### src/sv/sfb_pkg.sv
// Shared types, constants and the CRC-8 step for the short frame builder.
// Used by every module of the block; depends on nothing else.
`timescale 1ns / 1ps

package sfb_pkg;

   // Frame format
   localparam int unsigned MAX_PAYLOAD    = 249;
   localparam int unsigned FRAME_OVERHEAD = 6;
   localparam logic [7:0]  CRC_POLY       = 8'h8C;

   // Configuration registers
   localparam int unsigned CSR_INDEX_WIDTH = 2;
   localparam logic [CSR_INDEX_WIDTH-1:0] CSR_SYNC_FIRST  = 2'd0;
   localparam logic [CSR_INDEX_WIDTH-1:0] CSR_SYNC_SECOND = 2'd1;
   localparam logic [CSR_INDEX_WIDTH-1:0] CSR_INDEX_VALUE = 2'd2;
   localparam logic [7:0] SYNC_FIRST_RESET  = 8'hFF;
   localparam logic [7:0] SYNC_SECOND_RESET = 8'h0A;
   localparam logic [7:0] INDEX_VALUE_RESET = 8'h00;

   // Command queue between front and back
   localparam int unsigned QUEUE_DEPTH       = 4;
   localparam int unsigned QUEUE_PTR_WIDTH   = $clog2(QUEUE_DEPTH);
   localparam int unsigned QUEUE_COUNT_WIDTH = $clog2(QUEUE_DEPTH + 1);

   // Output steps of one command in the back end
   localparam int unsigned STEP_WIDTH = 3;
   localparam logic [STEP_WIDTH-1:0] STEP_SYNC_FIRST  = 3'd0;
   localparam logic [STEP_WIDTH-1:0] STEP_SYNC_SECOND = 3'd1;
   localparam logic [STEP_WIDTH-1:0] STEP_CMD         = 3'd2;
   localparam logic [STEP_WIDTH-1:0] STEP_INDEX       = 3'd3;
   localparam logic [STEP_WIDTH-1:0] STEP_LENGTH      = 3'd4;
   localparam logic [STEP_WIDTH-1:0] STEP_CRC         = 3'd5;

   typedef struct packed {
      logic       mode;
      logic [7:0] cmd_code;
      logic [7:0] payload_length;
      logic [7:0] data_byte;
   } req_type;

   typedef struct packed {
      logic [7:0] out_byte;
      logic       frame_end;
      logic       run_last;
      logic       error_flag;
   } rsp_type;

   typedef struct packed {
      logic [7:0] sync_first;
      logic [7:0] sync_second;
      logic [7:0] index_value;
   } cfg_type;

   typedef enum logic [1:0] {
      CMD_START,
      CMD_DATA,
      CMD_ERROR
   } cmd_kind_type;

   // value: command code or payload byte; length: total frame length;
   // close: this command ends the frame with a CRC byte
   typedef struct packed {
      cmd_kind_type kind;
      logic [7:0]   value;
      logic [7:0]   length;
      logic         close;
   } cmd_type;

   // One byte through the reflected CRC-8, LSB first
   function automatic logic [7:0] crc8_update(input logic [7:0] crc, input logic [7:0] b);
      logic [7:0] v;
      v = crc ^ b;
      for (int i = 0; i < 8; i++) begin
         v = v[0] ? ((v >> 1) ^ CRC_POLY) : (v >> 1);
      end
      return v;
   endfunction

endpackage

### src/sv/sfb_front.sv
// Front end: accepts input transactions, checks them against the frame
// state and turns each into one command. Depends on sfb_pkg.
`timescale 1ns / 1ps

module sfb_front (
   input  logic             clock,
   input  logic             reset,
   input  logic             accept,
   input  sfb_pkg::req_type req,
   output sfb_pkg::cmd_type cmd
);

   logic [7:0] bytes_left_ff;
   logic [7:0] bytes_left_in;

   always_comb begin
      cmd           = '0;
      bytes_left_in = bytes_left_ff;
      if (!req.mode) begin
         if (req.payload_length > 8'(sfb_pkg::MAX_PAYLOAD)) begin
            // reject, leave any open frame alone
            cmd.kind = sfb_pkg::CMD_ERROR;
         end else begin
            cmd.kind      = sfb_pkg::CMD_START;
            cmd.value     = req.cmd_code;
            cmd.length    = req.payload_length + 8'(sfb_pkg::FRAME_OVERHEAD);
            cmd.close     = (req.payload_length == 8'd0);
            bytes_left_in = req.payload_length;
         end
      end else begin
         if (bytes_left_ff == 8'd0) begin
            // no open frame: drop the byte
            cmd.kind = sfb_pkg::CMD_ERROR;
         end else begin
            cmd.kind      = sfb_pkg::CMD_DATA;
            cmd.value     = req.data_byte;
            cmd.close     = (bytes_left_ff == 8'd1);
            bytes_left_in = bytes_left_ff - 8'd1;
         end
      end
   end

   always_ff @(posedge clock) begin
      if (reset) begin
         bytes_left_ff <= '0;
      end else if (accept) begin
         bytes_left_ff <= bytes_left_in;
      end
   end

endmodule

### src/sv/sfb_cmd_queue.sv
// Short command queue between the front and back ends.
// Depends on sfb_pkg for the command type and the depth.
`timescale 1ns / 1ps

module sfb_cmd_queue (
   input  logic             clock,
   input  logic             reset,
   input  logic             enq,
   input  sfb_pkg::cmd_type enq_cmd,
   input  logic             deq,
   output sfb_pkg::cmd_type head,
   output logic             full,
   output logic             empty
);

   sfb_pkg::cmd_type                        entries_ff [sfb_pkg::QUEUE_DEPTH];
   logic [sfb_pkg::QUEUE_PTR_WIDTH-1:0]     wr_ptr_ff, wr_ptr_in;
   logic [sfb_pkg::QUEUE_PTR_WIDTH-1:0]     rd_ptr_ff, rd_ptr_in;
   logic [sfb_pkg::QUEUE_COUNT_WIDTH-1:0]   count_ff, count_in;

   assign full  = (count_ff == sfb_pkg::QUEUE_COUNT_WIDTH'(sfb_pkg::QUEUE_DEPTH));
   assign empty = (count_ff == '0);
   assign head  = entries_ff[rd_ptr_ff];

   always_comb begin
      wr_ptr_in = enq ? wr_ptr_ff + 1'b1 : wr_ptr_ff;
      rd_ptr_in = deq ? rd_ptr_ff + 1'b1 : rd_ptr_ff;
      count_in  = count_ff;
      if (enq && !deq) begin
         count_in = count_ff + 1'b1;
      end else if (!enq && deq) begin
         count_in = count_ff - 1'b1;
      end
   end

   always_ff @(posedge clock) begin
      if (reset) begin
         wr_ptr_ff <= '0;
         rd_ptr_ff <= '0;
         count_ff  <= '0;
      end else begin
         wr_ptr_ff <= wr_ptr_in;
         rd_ptr_ff <= rd_ptr_in;
         count_ff  <= count_in;
      end
   end

   always_ff @(posedge clock) begin
      if (enq) begin
         entries_ff[wr_ptr_ff] <= enq_cmd;
      end
   end

endmodule

### src/sv/sfb_back.sv
// Back end: expands queued commands into frame bytes, one per cycle while the result
// slot is free or popped, keeps the running CRC and holds the result register. Depends on sfb_pkg.
`timescale 1ns / 1ps

module sfb_back (
   input  logic             clock,
   input  logic             reset,
   input  sfb_pkg::cfg_type cfg,
   input  sfb_pkg::cmd_type head,
   input  logic             queue_empty,
   output logic             deq,
   output logic             rsp_empty,
   input  logic             rsp_pop,
   output sfb_pkg::rsp_type rsp_data
);

   logic [sfb_pkg::STEP_WIDTH-1:0] step_ff, step_in;
   logic [7:0]                     crc_ff, crc_in;
   logic                           out_valid_ff, out_valid_in;
   sfb_pkg::rsp_type               out_data_ff, res;
   logic                           advance;
   logic                           last_of_cmd;
   logic [7:0]                     hdr_byte;

   assign advance   = !queue_empty && (!out_valid_ff || rsp_pop);
   assign deq       = advance && last_of_cmd;
   assign rsp_empty = !out_valid_ff;
   assign rsp_data  = out_data_ff;

   always_comb begin
      case (step_ff)
         sfb_pkg::STEP_SYNC_FIRST:  hdr_byte = cfg.sync_first;
         sfb_pkg::STEP_SYNC_SECOND: hdr_byte = cfg.sync_second;
         sfb_pkg::STEP_CMD:         hdr_byte = head.value;
         sfb_pkg::STEP_INDEX:       hdr_byte = cfg.index_value;
         sfb_pkg::STEP_LENGTH:      hdr_byte = head.length;
         default:                   hdr_byte = crc_ff;
      endcase
   end

   always_comb begin
      res         = '0;
      last_of_cmd = 1'b0;
      crc_in      = crc_ff;
      case (head.kind)
         sfb_pkg::CMD_START: begin
            res.out_byte = hdr_byte;
            if (step_ff == sfb_pkg::STEP_CRC) begin
               res.frame_end = 1'b1;
               res.run_last  = 1'b1;
               last_of_cmd   = 1'b1;
               crc_in        = '0;
            end else begin
               // restart the CRC on the first sync byte
               crc_in = sfb_pkg::crc8_update(
                  (step_ff == sfb_pkg::STEP_SYNC_FIRST) ? 8'd0 : crc_ff, hdr_byte);
               if (step_ff == sfb_pkg::STEP_LENGTH && !head.close) begin
                  res.run_last = 1'b1;
                  last_of_cmd  = 1'b1;
               end
            end
         end
         sfb_pkg::CMD_DATA: begin
            if (step_ff == sfb_pkg::STEP_SYNC_FIRST) begin
               res.out_byte = head.value;
               res.run_last = !head.close;
               last_of_cmd  = !head.close;
               crc_in       = sfb_pkg::crc8_update(crc_ff, head.value);
            end else begin
               res.out_byte  = crc_ff;
               res.frame_end = 1'b1;
               res.run_last  = 1'b1;
               last_of_cmd   = 1'b1;
               crc_in        = '0;
            end
         end
         default: begin
            res.error_flag = 1'b1;
            res.run_last   = 1'b1;
            last_of_cmd    = 1'b1;
         end
      endcase
   end

   always_comb begin
      step_in      = step_ff;
      out_valid_in = out_valid_ff;
      if (advance) begin
         step_in      = last_of_cmd ? '0 : step_ff + 1'b1;
         out_valid_in = 1'b1;
      end else if (rsp_pop) begin
         out_valid_in = 1'b0;
      end
   end

   always_ff @(posedge clock) begin
      if (reset) begin
         step_ff      <= '0;
         crc_ff       <= '0;
         out_valid_ff <= 1'b0;
      end else begin
         step_ff      <= step_in;
         out_valid_ff <= out_valid_in;
         if (advance) begin
            crc_ff <= crc_in;
         end
      end
   end

   always_ff @(posedge clock) begin
      if (advance) begin
         out_data_ff <= res;
      end
   end

endmodule

### src/sv/short_frame_builder_crc8_top.sv
// Top level of the short frame builder with CRC-8: configuration registers,
// front end, command queue and back end. Depends on sfb_pkg and sfb_* modules.
// Path: the first result of a transaction is written into a command queue entry and
// then into the result register before it shows on the result port.
// Throughput: one input per cycle while the four-entry command queue is not full; the back
// end gives one result per cycle while the result slot is free or popped (start 5 or 6, payload 1 or 2, error 1).
// Reset: synchronous, active high; clears frame state, queue, CRC, registers.
`timescale 1ns / 1ps

module short_frame_builder_crc8_top (
   input  logic                                 clock,
   input  logic                                 reset,
   input  logic                                 push,
   output logic                                 full,
   input  sfb_pkg::req_type                     req_data,
   output logic                                 empty,
   input  logic                                 pop,
   output sfb_pkg::rsp_type                     rsp_data,
   input  logic                                 csr_we,
   input  logic [sfb_pkg::CSR_INDEX_WIDTH-1:0]  csr_index,
   input  logic [7:0]                           csr_wdata
);

   sfb_pkg::cfg_type cfg_ff;
   sfb_pkg::cmd_type front_cmd;
   sfb_pkg::cmd_type queue_head;
   logic             queue_full;
   logic             queue_empty;
   logic             enq;
   logic             deq;

   assign full = queue_full;
   assign enq  = push && !queue_full;

   always_ff @(posedge clock) begin
      if (reset) begin
         cfg_ff.sync_first  <= sfb_pkg::SYNC_FIRST_RESET;
         cfg_ff.sync_second <= sfb_pkg::SYNC_SECOND_RESET;
         cfg_ff.index_value <= sfb_pkg::INDEX_VALUE_RESET;
      end else if (csr_we) begin
         case (csr_index)
            sfb_pkg::CSR_SYNC_FIRST:  cfg_ff.sync_first  <= csr_wdata;
            sfb_pkg::CSR_SYNC_SECOND: cfg_ff.sync_second <= csr_wdata;
            sfb_pkg::CSR_INDEX_VALUE: cfg_ff.index_value <= csr_wdata;
            default: ;
         endcase
      end
   end

   sfb_front u_front (
      .clock  (clock),
      .reset  (reset),
      .accept (enq),
      .req    (req_data),
      .cmd    (front_cmd)
   );

   sfb_cmd_queue u_queue (
      .clock   (clock),
      .reset   (reset),
      .enq     (enq),
      .enq_cmd (front_cmd),
      .deq     (deq),
      .head    (queue_head),
      .full    (queue_full),
      .empty   (queue_empty)
   );

   sfb_back u_back (
      .clock       (clock),
      .reset       (reset),
      .cfg         (cfg_ff),
      .head        (queue_head),
      .queue_empty (queue_empty),
      .deq         (deq),
      .rsp_empty   (empty),
      .rsp_pop     (pop),
      .rsp_data    (rsp_data)
   );

`ifndef SYNTHESIS
   a_deq_needs_entry: assert property (@(posedge clock) disable iff (reset)
      deq |-> !queue_empty)
      else $error("command dequeued from empty queue");

   a_full_not_empty: assert property (@(posedge clock) disable iff (reset)
      queue_full |-> !queue_empty)
      else $error("command queue full and empty at once");

   a_frame_end_closes_run: assert property (@(posedge clock) disable iff (reset)
      (!empty && rsp_data.frame_end) |-> (rsp_data.run_last && !rsp_data.error_flag))
      else $error("closing CRC byte not last of its transaction");

   a_error_zero_byte: assert property (@(posedge clock) disable iff (reset)
      (!empty && rsp_data.error_flag) |-> (rsp_data.out_byte == 8'd0 && rsp_data.run_last))
      else $error("error result carries data");
`endif

endmodule

### config.mk
export PLATFORM = sky130hd
export DESIGN_NAME = short_frame_builder_crc8_top
export DESIGN_NICKNAME = d
export VERILOG_FILES = /design/src/sv/sfb_pkg.sv /design/src/sv/sfb_front.sv /design/src/sv/sfb_cmd_queue.sv /design/src/sv/sfb_back.sv /design/src/sv/short_frame_builder_crc8_top.sv
export SDC_FILE = /design/constraint.sdc
export NUM_CORES = 1
export LEC_CHECK = 0
export ABC_AREA = 1
export BUFFER_PORTS_ARGS = -buffer_cell sky130_fd_sc_hd__buf_2
export CORE_UTILIZATION = 55
export DETAILED_ROUTE_END_ITERATION = 8
export GPL_TIMING_DRIVEN = 0
export PLACE_DENSITY = 0.73
export SLEW_MARGIN = 20
export SYNTH_ARGS = -nofsm -noshare
export SYNTH_HDL_FRONTEND = slang
export SYNTH_SLANG_ARGS = --single-unit
### constraint.sdc
create_clock -name clock -period 7.99 [get_ports clock]
set_input_delay 0 -clock clock [delete_from_list [all_inputs] [get_ports clock]]
set_output_delay 0 -clock clock [all_outputs]
set_load 0.05 [all_outputs]
==> out/qor.yml <==
outcome:
  status: "finished clean"
routing:
  wl_met2_mm: 8.44
  route.vias.total: 6298
  topRoutingLayerUsed: "met4"
  final_antenna_net_count: 0
  drtPass1Iterations: 5
  drcViolationCount: 0
  wl_per_cell_um: 15.2
  wl_met3_mm: 1.09
  drtIter0Drc: 386
  vias_per_cell: 5.31
  drt_wl_total_mm: 18.1
  wirelength_met1_mm: 8.05
global_route:
  grt_first_pass_wirelength_mm: 28.5
  antenna_found_initial: 0
  track_usage: 0.266
  grt_pass1_vias: 5773
  grt_max_degree: 20
  overflow: 0
timing:
  setup_viol: 0
  period_share: 0.362
  fmax_mhz: 346
  setup_tns_ps: 0
  worstMarginPinSlew_ps: 1100
  finalMaxSlewViolations: 0
  rsz0062_at_grt: "no"
  slew_headroom: 0.260
  hold_violations: 0
  finClkSkew_ps: 14.6
  fin_crit_ps: 2890
clock_network:
  ctsHoldBuffers: 32
  cts_buffer_depth: 2
  post_cts_resized: 0
  cts_tree: "built"
  clock_latency_ps: 430
  htree_levels: 4
  numCtsBuffers: 17
  post-cts-setup-buffers: 0
  cts_root_buffer: "clkbuf_16"
  clk_pin_slew_ps: 60
  cts_num_sinks: 140
die:
  fp.dieW_um: 119
  ioPinCount: 53
  start_util: 0.567
  core_area_um2: 13300
  fp.dieH_um: 119
  std_cell_rows: 42
  die-area_um2: 14200
synth:
  synth_cell_type_count: 46
  synth_nets: 947
  synth_area_leaders: "edfxtp_1, dfxtp_1, nand2_1"
  synth-edff-count: 87
  async_reset_ff_frac: 0
  yosysTopAreaCell: "edfxtp_1"
  netlist_instances: 892
  ys_seq_area_frac: 0.485
  ys_warn_count: 0
  synth_seq_cells: 140
  synth_area_um2: 7570
  synth_top_area_share: 0.345
  ys.flop_type: "edfxtp_1"
  synth_area_per_cell_um2: 8.49
critical_path:
  start_kind: "flop"
  critical_path.max_fanout: 10
  criticalPathCategory: "reg -> reg"
  cp.arrival_ps: 3200
  worst_ep_required_time_ps: 8300
  critPathCaptureType: "flop"
cells_and_area:
  synthToLayoutAreaGrowth_pct: 18.4
  drive_above_1_share: 0.167
  fin_util: 0.672
  final_nets: 1053
  fill_cells: 1143
  n_antenna_cell: 0
  fin_area_um2: 8960
pwr:
  vdd_drop_max_uv: 278
  total_power_w: 0.00382
  p_per_area_nw_per_um2: 427
  leakagePower_nw: 3.86
placed_design:
  io_buffers: 52
  place_congestion: 0.872
  hpwl_mm: 12.7
  dpl_cell_area_um2: 8120
job:
  max-cap-violations: 0
worst_hold_path:
  hp-start: "req_data[24]"
  hp-class: "in -> reg"
==> cells in the mapped netlist (6+ instances only) <==
master,n
nand3_2,6
buf_6,7
nor3_1,8
clkbuf_1,7
o21ai_0,56
inv_1,91
nand3_1,90
o21ai_1,8
a31oi_1,10
nand2_2,18
dfxtp_1,53
nand2_1,244
inv_2,13
buf_4,6
a21oi_1,27
a22o_1,8
edfxtp_1,87
xor2_1,11
nor2_1,64
ha_1,14
==> cells in the final DEF, fill, tap and decap left out, drive strengths merged, types with 8 or more instances in the layout <==
cell type and n:
nand2 265, inv 106, nand3 96, edfxtp 87, buf 74, nor2 73, o21ai 66, dfxtp 53
dlygate4sd3 32, clkbuf 31, a21oi 30, xor2 18, ha 14, a31oi 10, nor3 8, a22o 8
xnor2 8
==> final timing paths <==
| kind | end | slack [ps] | cells after the start |
|---|---|---|---|
| worst max-delay path | u_queue.count_ff[1] | 5100 | 15 |
| worst min-delay path | u_front.bytes_left_ff[2] | 20 | 4 |
| worst max register to register | u_queue.count_ff[1] | 5100 | 15 |
| worst min register to register | cfg_ff[7] | 450 | 2 |
==> state kept, by name, summed over array words and instances, names as in the netlist, named ones only <==
register / flops
u_front.bytes_left_ff: 8
u_queue.entries_ff: 76
u_queue.rd_ptr_ff: 2
u_back.crc_ff: 8
u_back.out_valid_ff: 1
cfg_ff: 24
u_queue.wr_ptr_ff: 2
u_queue.count_ff: 3
u_back.step_ff: 3
u_back.rsp_data: 11
==> cell families after synthesis <==
group                    Yosys count  synth area share
flip-flops                       140             0.485
AND/OR/NAND/NOR                  453             0.267
adder cells (fa/ha/maj)           15            0.0258
XOR/XNOR                          26            0.0459
AO/OA/AOI/OAI                    125            0.0973
buffers and inverters            133            0.0788
==> stage by stage <==
stage,instances,worst slack [ps],hold slack [ps]
after floorplan,892,5180,66.2
after global placement,1120,4490,245
after detailed placement,1123,5150,243
after CTS,1187,5130,9.10
after global routing,1187,4870,40.8
final,1187,5100,15.3
==> area by class of cell <==
| type | count | area [um^2] | share of cell area |
|---|---|---|---|
| plain buffers | 26 | 190 | 0.0212 |
| clock buffers | 24 | 452 | 0.0504 |
| clock inverters | 8 | 72.6 | 0.00809 |
| inverters | 107 | 407 | 0.0454 |
| multi-input cells | 619 | 3330 | 0.371 |
| flip-flops and latches | 140 | 3670 | 0.410 |
| well taps | 176 | 220 | 0.0246 |
| repair buffers | 87 | 622 | 0.0694 |
==> critical path, stage by stage, from the launching register on <==
cell	delay, ps
dfxtp_1	440
inv_2	70
buf_6	150
buf_6	140
nand2_1	60
a32o_1	260
nand2_2	180
o21ai_2	270
inv_2	50
nand2_1	90
nand2_1	110
ha_1	230
inv_1	100
fa_1	410
o21ai_0	170
a21oi_1	60
==> report_power, final <==
group          switching (W)  internal, W  leakage, nW
logic                0.00142     0.000702         2.35
clock network       0.000296     0.000426        0.252
registers          0.0000556     0.000922         1.25
total                0.00177      0.00205         3.86
==> routing by layer <==
| layer | up-vias | GRT usage |
|---|---|---|
| met5 | - | 0 |
| met4 | 0 | 0.121 |
| met3 | 34 | 0.0656 |
| met2 | 194 | 0.418 |
| met1 | 2900 | 0.346 |
| li1 | 3170 | - |
(Power assumes the default switching activity.)
